==> src/hw/rtl/acs_pkg.sv <==
`timescale 1ns / 1ps
package acs_pkg;

  localparam int WORD_BITS      = 8;
  localparam int MEM_DEPTH      = 256;
  localparam int ADDR_BITS      = $clog2(MEM_DEPTH);
  localparam int BREAK_SLOTS    = 4;
  localparam int CFG_INDEX_BITS = 3;
  localparam int CFG_DATA_BITS  = 8;

  typedef logic [WORD_BITS-1:0] word_t;
  typedef logic [ADDR_BITS-1:0] addr_t;

  // Configuration register indexes.
  localparam logic [CFG_INDEX_BITS-1:0] REG_BREAK_EN  = 3'd0;
  localparam logic [CFG_INDEX_BITS-1:0] REG_BREAK_OP0 = 3'd1;

  // Opcodes.
  localparam word_t OP_LOAD_IMM  = 8'd0;
  localparam word_t OP_LOAD_DIR  = 8'd64;
  localparam word_t OP_LOAD_IND  = 8'd192;
  localparam word_t OP_ADD_IMM   = 8'd32;
  localparam word_t OP_ADD_DIR   = 8'd96;
  localparam word_t OP_ADD_IND   = 8'd224;
  localparam word_t OP_SUB_IMM   = 8'd33;
  localparam word_t OP_SUB_DIR   = 8'd97;
  localparam word_t OP_SUB_IND   = 8'd225;
  localparam word_t OP_NAND_IMM  = 8'd34;
  localparam word_t OP_NAND_DIR  = 8'd98;
  localparam word_t OP_NAND_IND  = 8'd226;
  localparam word_t OP_STORE_DIR = 8'd72;
  localparam word_t OP_STORE_IND = 8'd200;
  localparam word_t OP_IN_DIR    = 8'd73;
  localparam word_t OP_IN_IND    = 8'd201;
  localparam word_t OP_OUT_DIR   = 8'd65;
  localparam word_t OP_OUT_IND   = 8'd193;
  localparam word_t OP_JUMP      = 8'd16;
  localparam word_t OP_BRN       = 8'd17;
  localparam word_t OP_BRZ       = 8'd18;

  typedef enum logic [1:0] {
    ACT_WRITE = 2'd0,
    ACT_READ  = 2'd1,
    ACT_START = 2'd2,
    ACT_EXEC  = 2'd3
  } action_t;

  typedef enum logic [1:0] {
    ST_DONE    = 2'd0,
    ST_BREAK   = 2'd1,
    ST_INVALID = 2'd2,
    ST_REFUSED = 2'd3
  } status_t;

  typedef enum logic [1:0] {
    ALU_ADD  = 2'd0,
    ALU_SUB  = 2'd1,
    ALU_NAND = 2'd2,
    ALU_PASS = 2'd3
  } alu_op_t;

  typedef enum logic [2:0] {
    K_LOAD      = 3'd0,
    K_ALU       = 3'd1,
    K_STORE_ACC = 3'd2,
    K_STORE_IN  = 3'd3,
    K_OUT       = 3'd4,
    K_JUMP      = 3'd5,
    K_BRN       = 3'd6,
    K_BRZ       = 3'd7
  } kind_t;

  typedef enum logic [1:0] {
    M_IMM = 2'd0,
    M_DIR = 2'd1,
    M_IND = 2'd2
  } mode_t;

  typedef enum logic [2:0] {
    S_IDLE    = 3'd0,
    S_ISSUE   = 3'd1,
    S_MEMRD   = 3'd2,
    S_OPCODE  = 3'd3,
    S_OPERAND = 3'd4,
    S_PTR     = 3'd5,
    S_VALUE   = 3'd6,
    S_EXEC    = 3'd7
  } state_t;

  typedef struct packed {
    logic    ok;
    kind_t   kind;
    mode_t   mode;
    alu_op_t alu;
  } dec_t;

  function automatic dec_t decode(input word_t op);
    dec_t d;
    d      = '0;
    d.ok   = 1'b1;
    d.kind = K_ALU;
    d.mode = M_IMM;
    d.alu  = ALU_PASS;
    case (op)
      OP_LOAD_IMM:  begin d.kind = K_LOAD; end
      OP_LOAD_DIR:  begin d.kind = K_LOAD; d.mode = M_DIR; end
      OP_LOAD_IND:  begin d.kind = K_LOAD; d.mode = M_IND; end
      OP_ADD_IMM:   begin d.alu = ALU_ADD; end
      OP_ADD_DIR:   begin d.alu = ALU_ADD; d.mode = M_DIR; end
      OP_ADD_IND:   begin d.alu = ALU_ADD; d.mode = M_IND; end
      OP_SUB_IMM:   begin d.alu = ALU_SUB; end
      OP_SUB_DIR:   begin d.alu = ALU_SUB; d.mode = M_DIR; end
      OP_SUB_IND:   begin d.alu = ALU_SUB; d.mode = M_IND; end
      OP_NAND_IMM:  begin d.alu = ALU_NAND; end
      OP_NAND_DIR:  begin d.alu = ALU_NAND; d.mode = M_DIR; end
      OP_NAND_IND:  begin d.alu = ALU_NAND; d.mode = M_IND; end
      OP_STORE_DIR: begin d.kind = K_STORE_ACC; d.mode = M_DIR; end
      OP_STORE_IND: begin d.kind = K_STORE_ACC; d.mode = M_IND; end
      OP_IN_DIR:    begin d.kind = K_STORE_IN; d.mode = M_DIR; end
      OP_IN_IND:    begin d.kind = K_STORE_IN; d.mode = M_IND; end
      OP_OUT_DIR:   begin d.kind = K_OUT; d.mode = M_DIR; end
      OP_OUT_IND:   begin d.kind = K_OUT; d.mode = M_IND; end
      OP_JUMP:      begin d.kind = K_JUMP; end
      OP_BRN:       begin d.kind = K_BRN; end
      OP_BRZ:       begin d.kind = K_BRZ; end
      default:      begin d.ok = 1'b0; end
    endcase
    return d;
  endfunction

  // A word is used as an address by its unsigned bit pattern.
  function automatic addr_t to_addr(input word_t w);
    return ADDR_BITS'(w);
  endfunction

endpackage

==> src/hw/rtl/acs_ram.sv <==
`timescale 1ns / 1ps
module acs_ram #(
  parameter int WIDTH = 8,
  parameter int DEPTH = 256
) (
  input  logic                     clk,
  input  logic                     we,
  input  logic [$clog2(DEPTH)-1:0] addr,
  input  logic [WIDTH-1:0]         wdata,
  output logic [WIDTH-1:0]         rdata
);

  logic [WIDTH-1:0] mem [DEPTH];

  always_ff @(posedge clk) begin
    if (we) begin
      mem[addr] <= wdata;
    end
    rdata <= mem[addr];
  end

endmodule

==> src/hw/rtl/acs_alu.sv <==
`timescale 1ns / 1ps
module acs_alu (
  input  acs_pkg::alu_op_t op,
  input  acs_pkg::word_t   a,
  input  acs_pkg::word_t   b,
  output acs_pkg::word_t   y
);

  always_comb begin
    case (op)
      acs_pkg::ALU_ADD:  y = a + b;
      acs_pkg::ALU_SUB:  y = a - b;
      acs_pkg::ALU_NAND: y = ~(a & b);
      acs_pkg::ALU_PASS: y = b;
      default:           y = b;
    endcase
  end

endmodule

==> src/hw/rtl/accumulator_cpu_step.sv <==
`timescale 1ns / 1ps
// Channel        | Ports                                          | Transfer when
// ---------------+------------------------------------------------+------------------
// item in        | start, busy, action, address, data,            | start && !busy
//                | check_breaks                                   |
// result out     | done, status, out_valid, out_value, read_data, | done (one cycle)
//                | pc_now, acc_now, last_opcode                   |
// configuration  | cfg_we, cfg_index, cfg_data                    | cfg_we
//
// An item enters the issue state, where a write, start or refused execute ends; a read
// adds the memory-read state. An execute fetches the opcode, where a breakpoint or
// invalid-opcode stop ends, then the operand; direct load/ALU/OUT and all indirect
// forms add the pointer state, indirect load/ALU/OUT the value state, and all end in
// the execute state. Each dependent access goes through the registered read of the
// single memory port. Busy is already low in the done cycle, so the next item may
// transfer there. Synchronous reset clears the program counter, the accumulator, the
// halt flag and the breakpoint registers, not memory. The receiver cannot stall.
module accumulator_cpu_step (
  input  logic                                  clk,
  input  logic                                  rst,
  // Item port
  input  logic                                  start,
  output logic                                  busy,
  input  logic [1:0]                            action,
  input  logic [7:0]                            address,
  input  logic signed [7:0]                     data,
  input  logic                                  check_breaks,
  // Configuration port
  input  logic                                  cfg_we,
  input  logic [acs_pkg::CFG_INDEX_BITS-1:0]    cfg_index,
  input  logic [acs_pkg::CFG_DATA_BITS-1:0]     cfg_data,
  // Result port
  output logic                                  done,
  output logic [1:0]                            status,
  output logic                                  out_valid,
  output logic signed [7:0]                     out_value,
  output logic signed [7:0]                     read_data,
  output logic [7:0]                            pc_now,
  output logic signed [7:0]                     acc_now,
  output logic [7:0]                            last_opcode
);

  acs_pkg::state_t state, state_next;

  // Latched item.
  acs_pkg::action_t act;
  acs_pkg::addr_t   addr_r;
  acs_pkg::word_t   data_r;
  logic             chk_r;

  // Machine state.
  acs_pkg::addr_t pc;
  acs_pkg::word_t acc;
  logic           halted;

  // Breakpoint registers.
  logic [acs_pkg::BREAK_SLOTS-1:0] brk_en;
  acs_pkg::word_t                  brk_op [acs_pkg::BREAK_SLOTS];

  // Per-instruction working registers.
  acs_pkg::word_t opcode;
  acs_pkg::dec_t  dec_r;
  acs_pkg::word_t imm;
  acs_pkg::word_t val;

  // Result registers.
  acs_pkg::status_t res_status, res_status_next;
  logic             res_out_valid, res_out_valid_next;
  acs_pkg::word_t   res_out_value, res_out_value_next;
  acs_pkg::word_t   res_read_data, res_read_data_next;
  acs_pkg::word_t   res_last_op, res_last_op_next;

  // Memory port and ALU wiring.
  logic           ram_we;
  acs_pkg::addr_t ram_addr;
  acs_pkg::word_t ram_wdata;
  acs_pkg::word_t ram_rdata;
  acs_pkg::word_t alu_b;
  acs_pkg::word_t alu_y;

  acs_pkg::dec_t dec_now;
  logic          brk_hit;
  logic          finish;
  logic          is_store;
  logic          take_branch;

  acs_ram #(
    .WIDTH (acs_pkg::WORD_BITS),
    .DEPTH (acs_pkg::MEM_DEPTH)
  ) u_ram (
    .clk   (clk),
    .we    (ram_we),
    .addr  (ram_addr),
    .wdata (ram_wdata),
    .rdata (ram_rdata)
  );

  acs_alu u_alu (
    .op (dec_r.alu),
    .a  (acc),
    .b  (alu_b),
    .y  (alu_y)
  );

  // The opcode is decoded as it comes out of the memory read register.
  assign dec_now = acs_pkg::decode(ram_rdata);

  always_comb begin
    brk_hit = 1'b0;
    for (int i = 0; i < acs_pkg::BREAK_SLOTS; i++) begin
      if (brk_en[i] && (brk_op[i] == ram_rdata)) begin
        brk_hit = 1'b1;
      end
    end
  end

  assign is_store = (dec_r.kind == acs_pkg::K_STORE_ACC) ||
                    (dec_r.kind == acs_pkg::K_STORE_IN);

  // Immediate forms take the operand word itself; all others the fetched value.
  assign alu_b = (dec_r.mode == acs_pkg::M_IMM) ? imm : val;

  always_comb begin
    case (dec_r.kind)
      acs_pkg::K_JUMP: take_branch = 1'b1;
      acs_pkg::K_BRN:  take_branch = acc[acs_pkg::WORD_BITS-1];
      acs_pkg::K_BRZ:  take_branch = (acc == '0);
      default:         take_branch = 1'b0;
    endcase
  end

  // Next state.
  always_comb begin
    state_next = state;
    case (state)
      acs_pkg::S_IDLE: begin
        if (start) begin
          state_next = acs_pkg::S_ISSUE;
        end
      end
      acs_pkg::S_ISSUE: begin
        case (act)
          acs_pkg::ACT_READ: state_next = acs_pkg::S_MEMRD;
          acs_pkg::ACT_EXEC: state_next = halted ? acs_pkg::S_IDLE : acs_pkg::S_OPCODE;
          default:           state_next = acs_pkg::S_IDLE;
        endcase
      end
      acs_pkg::S_MEMRD: state_next = acs_pkg::S_IDLE;
      acs_pkg::S_OPCODE: begin
        if ((chk_r && brk_hit) || !dec_now.ok) begin
          state_next = acs_pkg::S_IDLE;
        end else begin
          state_next = acs_pkg::S_OPERAND;
        end
      end
      acs_pkg::S_OPERAND: begin
        // Direct stores only need the operand as their address.
        if ((dec_r.mode == acs_pkg::M_IMM) || ((dec_r.mode == acs_pkg::M_DIR) && is_store)) begin
          state_next = acs_pkg::S_EXEC;
        end else begin
          state_next = acs_pkg::S_PTR;
        end
      end
      acs_pkg::S_PTR: begin
        // Indirect stores stop at the pointer, which is their address.
        if ((dec_r.mode == acs_pkg::M_DIR) || is_store) begin
          state_next = acs_pkg::S_EXEC;
        end else begin
          state_next = acs_pkg::S_VALUE;
        end
      end
      acs_pkg::S_VALUE: state_next = acs_pkg::S_EXEC;
      acs_pkg::S_EXEC:  state_next = acs_pkg::S_IDLE;
      default:          state_next = acs_pkg::S_IDLE;
    endcase
  end

  assign finish = (state != acs_pkg::S_IDLE) && (state_next == acs_pkg::S_IDLE);

  // Memory port control.
  always_comb begin
    ram_we    = 1'b0;
    ram_addr  = pc;
    ram_wdata = data_r;
    case (state)
      acs_pkg::S_ISSUE: begin
        case (act)
          acs_pkg::ACT_WRITE: begin
            ram_we   = 1'b1;
            ram_addr = addr_r;
          end
          acs_pkg::ACT_READ: ram_addr = addr_r;
          default:           ram_addr = pc;
        endcase
      end
      acs_pkg::S_OPCODE:  ram_addr = pc + acs_pkg::ADDR_BITS'(1);
      acs_pkg::S_OPERAND: ram_addr = acs_pkg::to_addr(ram_rdata);
      acs_pkg::S_PTR:     ram_addr = acs_pkg::to_addr(ram_rdata);
      acs_pkg::S_EXEC: begin
        ram_we    = is_store;
        ram_addr  = (dec_r.mode == acs_pkg::M_DIR) ? acs_pkg::to_addr(imm)
                                                   : acs_pkg::to_addr(val);
        ram_wdata = (dec_r.kind == acs_pkg::K_STORE_ACC) ? acc : data_r;
      end
      default: ram_addr = pc;
    endcase
  end

  // Result values, taken into the result registers when the item finishes.
  always_comb begin
    res_status_next    = acs_pkg::ST_DONE;
    res_out_valid_next = 1'b0;
    res_out_value_next = '0;
    res_read_data_next = '0;
    res_last_op_next   = '0;
    case (state)
      acs_pkg::S_ISSUE: begin
        if ((act == acs_pkg::ACT_EXEC) && halted) begin
          res_status_next = acs_pkg::ST_REFUSED;
        end
      end
      acs_pkg::S_MEMRD: res_read_data_next = ram_rdata;
      acs_pkg::S_OPCODE: begin
        res_last_op_next = ram_rdata;
        if (chk_r && brk_hit) begin
          res_status_next = acs_pkg::ST_BREAK;
        end else if (!dec_now.ok) begin
          res_status_next = acs_pkg::ST_INVALID;
        end
      end
      acs_pkg::S_EXEC: begin
        res_last_op_next = opcode;
        if (dec_r.kind == acs_pkg::K_OUT) begin
          res_out_valid_next = 1'b1;
          res_out_value_next = val;
        end
      end
      default: res_status_next = acs_pkg::ST_DONE;
    endcase
  end

  // Control state.
  always_ff @(posedge clk) begin
    if (rst) begin
      state  <= acs_pkg::S_IDLE;
      done   <= 1'b0;
      pc     <= '0;
      acc    <= '0;
      halted <= 1'b0;
      brk_en <= '0;
      for (int i = 0; i < acs_pkg::BREAK_SLOTS; i++) begin
        brk_op[i] <= '0;
      end
    end else begin
      state <= state_next;
      done  <= finish;

      if (cfg_we) begin
        if (cfg_index == acs_pkg::REG_BREAK_EN) begin
          brk_en <= cfg_data[acs_pkg::BREAK_SLOTS-1:0];
        end
        for (int i = 0; i < acs_pkg::BREAK_SLOTS; i++) begin
          if (cfg_index == acs_pkg::CFG_INDEX_BITS'(acs_pkg::REG_BREAK_OP0 + i)) begin
            brk_op[i] <= acs_pkg::WORD_BITS'(cfg_data);
          end
        end
      end

      case (state)
        acs_pkg::S_ISSUE: begin
          if (act == acs_pkg::ACT_START) begin
            pc     <= addr_r;
            acc    <= '0;
            halted <= 1'b0;
          end
        end
        acs_pkg::S_OPCODE: begin
          if (!(chk_r && brk_hit) && !dec_now.ok) begin
            halted <= 1'b1;
          end
        end
        acs_pkg::S_EXEC: begin
          if ((dec_r.kind == acs_pkg::K_LOAD) || (dec_r.kind == acs_pkg::K_ALU)) begin
            acc <= alu_y;
          end
          pc <= take_branch ? acs_pkg::to_addr(imm) : pc + acs_pkg::ADDR_BITS'(2);
        end
        default: begin
        end
      endcase
    end
  end

  // Payload registers.
  always_ff @(posedge clk) begin
    if ((state == acs_pkg::S_IDLE) && start) begin
      act    <= acs_pkg::action_t'(action);
      addr_r <= acs_pkg::ADDR_BITS'(address);
      data_r <= acs_pkg::WORD_BITS'(data);
      chk_r  <= check_breaks;
    end
    if (state == acs_pkg::S_OPCODE) begin
      opcode <= ram_rdata;
      dec_r  <= dec_now;
    end
    if (state == acs_pkg::S_OPERAND) begin
      imm <= ram_rdata;
    end
    if ((state == acs_pkg::S_PTR) || (state == acs_pkg::S_VALUE)) begin
      val <= ram_rdata;
    end
    if (finish) begin
      res_status    <= res_status_next;
      res_out_valid <= res_out_valid_next;
      res_out_value <= res_out_value_next;
      res_read_data <= res_read_data_next;
      res_last_op   <= res_last_op_next;
    end
  end

  assign busy        = (state != acs_pkg::S_IDLE);
  assign status      = res_status;
  assign out_valid   = res_out_valid;
  assign out_value   = res_out_value;
  assign read_data   = res_read_data;
  assign pc_now      = 8'(pc);
  assign acc_now     = acc;
  assign last_opcode = res_last_op;

endmodule

==> config.mk <==
export PLATFORM = sky130hd
export DESIGN_NAME = accumulator_cpu_step
export DESIGN_NICKNAME = d
export VERILOG_FILES = /design/src/hw/rtl/acs_pkg.sv /design/src/hw/rtl/acs_ram.sv /design/src/hw/rtl/acs_alu.sv /design/src/hw/rtl/accumulator_cpu_step.sv
export SDC_FILE = /design/constraint.sdc
export NUM_CORES = 2
export LEC_CHECK = 0
export ABC_AREA = 1
export BUFFER_PORTS_ARGS = -buffer_cell sky130_fd_sc_hd__buf_2
export CAP_MARGIN = 20
export CORE_ASPECT_RATIO = 0.6
export CORE_MARGIN = 4
export CORE_UTILIZATION = 35
export CTS_CLUSTER_DIAMETER = 100
export DETAILED_ROUTE_END_ITERATION = 8
export GPL_TIMING_DRIVEN = 0
export SYNTH_ARGS = -nofsm -noshare
export SYNTH_HDL_FRONTEND = slang
export SYNTH_SLANG_ARGS = --single-unit
==> constraint.sdc <==
create_clock -name clk -period 16.2 [get_ports clk]
set_input_delay 0.81 -clock clk [delete_from_list [all_inputs] [get_ports clk]]
set_output_delay 0.81 -clock clk [all_outputs]
set_load 0.005 [all_outputs]
======== Word level (Yosys, flattened, before mapping) ========
Memories as Yosys holds them, arrays and structs flattened. A register that Yosys moved wholly into a read port is not among the register bits.
Index checks and enable logic that the tools add are counted.
storage, ports and cells
  register bits ........................... 102
  bits in writable memories ............... 2,080
  input port bits ......................... 34
  output and inout bits ................... 45
  logic and storage cells ................. 197
  memories ................................ 2
operators by class
  $add $sub $neg .......................... 4
  equality and inequality tests ........... 52
  multiplexer cells ....................... 64
  bitwise operators ....................... 6
  reduce and logical (&&, ||, !) cells .... 48
memory list
  name       words  width  read ports  clocked after memory_dff  wr ports  RTL line                    text
  u_ram.mem  256    8      1           1                         1         acs_ram.sv:13               logic [WIDTH-1:0] mem [DEPTH];
  brk_op     4      8      4           0                         4         accumulator_cpu_step.sv:58  acs_pkg::word_t brk_op [acs_pkg::BREAK_SLOTS];
operators with widths
  kind                   number
  $mux W8                13
  $pmux W8 S4            2
  $eq A8 B7 Y1 const B   7
  $eq A8 B8 Y1 const B   7
  $pmux W8 S2            3
  $pmux W3 S7            2
  $eq A8 B8 Y1           4
  $mux W1                30
  $eq A3 B3 Y1 const B   9
  $eq A8 B5 Y1 const B   3
  $eq A8 B6 Y1 const B   3
  $reduce_or A21 Y1      1
  $eq A3 B2 Y1 const B   6
  $logic_not A8 Y1       2
  $reduce_or A7 Y1       2
  $logic_not A3 Y1       4
  $pmux W2 S2            3
  $reduce_or A2 Y1       6
  $reduce_or A3 Y1       4
  $logic_and A1 B1 Y1    10
  $mux W2                5
  $eq A3 B1 Y1 const B   3
  $add A8 B1 Y8 const B  1
  $add A8 B2 Y8 const B  1
  19 further kinds       43

======== Longest topological paths before layout ========
An unclocked memory read counts as a cell.
  depth after elaboration ................. 13
  depth in mapped cells ................... 24
  depth with buffers taken out ............ 20

======== Modules after synthesis ========
From an unflattened synthesis, not the netlist that was laid out.
unflattened totals
  cell total of the unflattened synthesis .. 8,836
  area total of the unflattened synthesis .. 91,975.7 µm²
modules (own cells, without submodules)
  module                times used  cells each  area an instance (µm²)  sequential area each (µm²)
  acs_ram               1           8,021       84,856.4                61,659.1
  accumulator_cpu_step  1           692         6,433.7                 3,773.6
  acs_alu               1           123         685.7                   0.0

======== Worst setup path after synthesis ========
Ideal clock, no wire load.
  path type ............................... flip-flop to flip-flop
  start point ............................. reg state[1]
  end point ............................... mem u_ram.mem[0][0], data pin
  setup time .............................. 2,189 ps
  arrival time ............................ 11,151 ps
  required time ........................... 14,011 ps
  path slack .............................. 2,860 ps
  stages on the path, launching flop included .. 8
  buffers on the path ..................... 3
  clock period less this slack ............ 13,340 ps
  cells stage by stage .................... dfxtp_1 -> buf_4 -> nand3_2 -> inv_2 -> clkbuf_1 -> nand2_1 -> clkbuf_1 -> o21ai_0
between the ends
  longest elaborated chain between the ends .. 2
RTL lines
  element                 RTL line                     text
  from (decl)             accumulator_cpu_step.sv:43   acs_pkg::state_t state, state_next;
  from (signal assigned)  accumulator_cpu_step.sv:245  state <= acs_pkg::S_IDLE;
  from (signal assigned)  accumulator_cpu_step.sv:255  state <= state_next;
  $eq A3 B3 Y1            accumulator_cpu_step.sv:185  case (state)
  $mux W8                 accumulator_cpu_step.sv:185
  net ram_wdata[0]        accumulator_cpu_step.sv:76   acs_pkg::word_t ram_wdata;
  to (decl)               acs_ram.sv:13
The timed path passes the listed nets, and every way through them passes these cells.

======== Worst setup path after layout ========
  start point ............................. reg pc[0] (netlist: pc_now[0])
  end point ............................... mem u_ram.mem[203][4] (enable)
between the ends
  longest elaborated chain between the ends .. 2
  elaborated cells between the ends (all ways) .. 3
  those cells by class .................... add/sub: 1; mux: 2
RTL lines
  element                                   RTL line                                                  text
  from (decl)                               accumulator_cpu_step.sv:52                                acs_pkg::addr_t pc;
  from (signal assigned)                    accumulator_cpu_step.sv:272                               pc <= addr_r;
  from (signal assigned)                    accumulator_cpu_step.sv:286                               pc <= take_branch ? acs_pkg::to_addr(imm) : pc + acs_pkg::ADDR_BITS'(2);
  $add A8 B1 Y8 or $mux W8 (tied branches)  accumulator_cpu_step.sv:196, accumulator_cpu_step.sv:187
  $pmux W8 S4 *                             accumulator_cpu_step.sv:185
Mark *: on every way between the ends. The rest lies on a longest branch, timed or not.

==> impl_metrics.env <==
export IMPL_synth_area_leaders="edfxtp_1 69%, nand2_1 20%, nand3_1 2.9%, nor2_1 1.8%, buf_2 1.3%"
export IMPL_multi_input_area_mm2=0.0260
export IMPL_path_cells="clkbuf_1, inv_1, nand2_1, nand2_4, buf_6, buf_6, buf_2, nor3_2, nand2_1, buf_2, nor2_1"
export IMPL_overflow=0
export IMPL_final_seq_area_mm2=0.0654
export IMPL_drc_errors=0
export IMPL_critPathKind="register to register"
export IMPL_required_ps=16670
export IMPL_die_area_mm2=0.277
export IMPL_num_nets_final=9694
export IMPL_drtPass1Iterations=6
export IMPL_vdd_ir_drop_max_mv=0.0840
export IMPL_synth_seq_cells=2190
export IMPL_netlist_instances=9302
export IMPL_min_period_ps=6460
export IMPL_place_inst=13000
export IMPL_nFillCells=25800
export IMPL_root_buffer="clkbuf_16"
export IMPL_cts_tree="built"
export IMPL_hold_end="addr_r[5]$_DFFE_PP_"
export IMPL_crit_slowest_cell="nand2_1"
export IMPL_rr_endpoint="u_ram.mem[203][4]$_DFFE_PP_"
export IMPL_rr_worst_depth=11
export IMPL_die_w_um=677
export IMPL_postCtsSetupBuffers=0
export IMPL_layout_common_cells="5,094 x nand2_1, 2,157 x edfxtp_1, 552 x nand3_1"
export IMPL_syn2layout_area_growth_pct=13.5
export IMPL_layout_commonest_cell="nand2_1"
export IMPL_die_h_um=410
export IMPL_ys_seq_area_frac=0.696
export IMPL_placedInstanceArea_mm2=0.100
export IMPL_critPathCaptureType="register"
export IMPL_cts_buffer_depth=4
export IMPL_dp_hpwl_um=238000
export IMPL_final_cell_area_mm2=0.107
export IMPL_holdBufCountCts=0
export IMPL_crit_arrival_ps=6930
export IMPL_cts_made_buffers=202
export IMPL_grt_max_degree=66
export IMPL_yosys_area_top_type="edfxtp_1"
export IMPL_synthArstFlopShare=0
export IMPL_synth_top_area_frac=0.689
export IMPL_coreArea_mm2=0.267
export IMPL_synth_fp_nets=9347
export IMPL_place_congestion=0.968
export IMPL_wl_per_cell_um=24.3
export IMPL_netlist_area_mm2=0.0941
export IMPL_fin_total_pwr_mw=13.5
export IMPL_max_freq_mhz=155
export IMPL_portBuffers=78
export IMPL_setup_viol=0
export IMPL_cts_sinks=2190
export IMPL_place_ws_ps=10100
export IMPL_cts_max_level=4
export IMPL_grt_pass1_vias=63400
export IMPL_final_antenna_net_count=0
export IMPL_startpoint_type="register"
export IMPL_synth_avg_cell_area_um2=10.1
export IMPL_worstHoldPathType="input pin to register"
export IMPL_worstHoldPathCells=1
export IMPL_fin_ws_ps=9740
export IMPL_yosys_warnings=0
export IMPL_ys_types=50
export IMPL_grt_use_total=0.227
export IMPL_synthFlopType="edfxtp_1"
export IMPL_critPathMaxFanout=10
export IMPL_slowest_delay_ps=860
export IMPL_min_from="address[5]"
export IMPL_max_slew_margin_rel=0.194
export IMPL_rows=147
export IMPL_cellPowerDensity_mw_per_mm2=126
export IMPL_finClkSkew_ps=52.7
export IMPL_drive_above_1_share=0.0746
export IMPL_outcome="complete, no violations"
export IMPL_cts_clk_slew_worst_paths_ps=70
export IMPL_drt_iter0_markers=11200
export IMPL_leakagePower_nw=42.9
export IMPL_rsz0062_at_grt="false"
export IMPL_antenna_found_initial=33
export IMPL_r2r_start="pc_now[0]$_SDFFE_PP0P_"
export IMPL_routed_wl_um=325000
export IMPL_io_pins=79
export IMPL_grt_pass1_wl_um=455000
export IMPL_period_share=0.399
export IMPL_maxCapViolCount=0
export IMPL_max_slew_worst_pin_slew_ps=1210
export IMPL_maxSlewViolCount=0
export IMPL_worst_skew_pair_late_latency_ps=890
export IMPL_hold_violations=0
export IMPL_setup_tns_ps=0
export IMPL_rrSetupSlack_ps=9740
export IMPL_synth_edf_count=2157
export IMPL_num_vias=70300
export IMPL_post_cts_resized=0
export IMPL_instances_no_fill=13400
export IMPL_avgViaCountPerCell=5.24
export IMPL_initial_utilization=0.352
worst max-delay path: cells and delay by family, from the launching register on:
family | cells | cell delay [ps]
AND/OR/NAND/NOR | 5 | 3510
buffers and inverters | 6 | 1980
flip-flops | 1 | 510
cell usage after synthesis, drive strengths merged (9+ instances only):
master and n:
inv 110, clkbuf 238, xor2 10, dfxtp 33, nand2 5105, o21ai 196, xnor2 11, o211ai 13
nand3 553, nor2 447, buf 283, o22ai 9, a211oi 10, ha 10, edfxtp 2157, nor3 23
nand4 13, a21oi 39
worst max path at each step:
stage / startpoint / end / slack (ps)
floorplan: state[1]$_SDFF_PP0_ / u_ram.mem[0][0]$_DFFE_PP_ / 2860
global placement: state[0]$_SDFF_PP0_ / u_ram.mem[76][3]$_DFFE_PP_ / -19360
detailed placement: pc_now[0]$_SDFFE_PP0P_ / u_ram.mem[143][1]$_DFFE_PP_ / 10100
CTS: state[1]$_SDFF_PP0_ / u_ram.mem[202][2]$_DFFE_PP_ / 10070
global route: pc_now[0]$_SDFFE_PP0P_ / u_ram.mem[203][3]$_DFFE_PP_ / 9880
finish: pc_now[0]$_SDFFE_PP0P_ / u_ram.mem[203][4]$_DFFE_PP_ / 9740
per-stage QoR:
| stage | util | hold WS (ps) |
|---|---|---|
| finish | 0.399 | 136 |
| global route | 0.399 | 101 |
| CTS | 0.399 | 92.4 |
| detailed placement | 0.375 | 494 |
| global placement | 0.370 | 476 |
| floorplan | - | 441 |
flip-flops by register name, summed over array words and instances, names as in the netlist, 2 cells and up:
name,count
out_value,8
brk_en,4
addr_r,8
opcode,8
data_r,8
imm,8
dec_r,7
read_data,8
act,2
u_ram.mem,2048
u_ram.rdata,8
last_opcode,8
acc_now,8
val,8
pc_now,8
state,3
status,2
brk_op,32
cells by family after synthesis:
group | share of synthesized area
AOI/OAI and AO/OA | 0.0174
DFF | 0.696
xor gates and xnor gates | 0.00196
adders and majority gates | 0.00154
buffers and inverters | 0.0292
and+or+nand+nor | 0.254
cell type report:
| class | instances | area share |
|---|---|---|
| flip-flops and latches | 2190 | 0.613 |
| multi-input cells | 6477 | 0.243 |
| clock buffers | 248 | 0.0496 |
| well taps | 3576 | 0.0419 |
| plain buffers | 521 | 0.0217 |
| repair buffers | 143 | 0.0167 |
| clock inverters | 115 | 0.00983 |
| inverters | 114 | 0.00403 |
| diodes | 18 | 0.000422 |
per-layer routing:
layer | part of all wire | vias to the layer above | track usage
li1 | - | 31500 | -
met1 | 0.45 | 34200 | 0.359
met2 | 0.36 | 4158 | 0.278
met3 | 0.17 | 381 | 0.104
met4 | 0.017 | 14 | 0.0391
met5 | 0.00028 | - | 0
power by group:
part           internal (mW)  switching (mW)  total (mW)
clock network           2.60            2.18        4.78
registers               6.29          0.0387        6.33
logic                  0.530            1.87        2.40
total                   9.42            4.09        13.5
No activity file was read; power rests on OpenSTA's default activity.
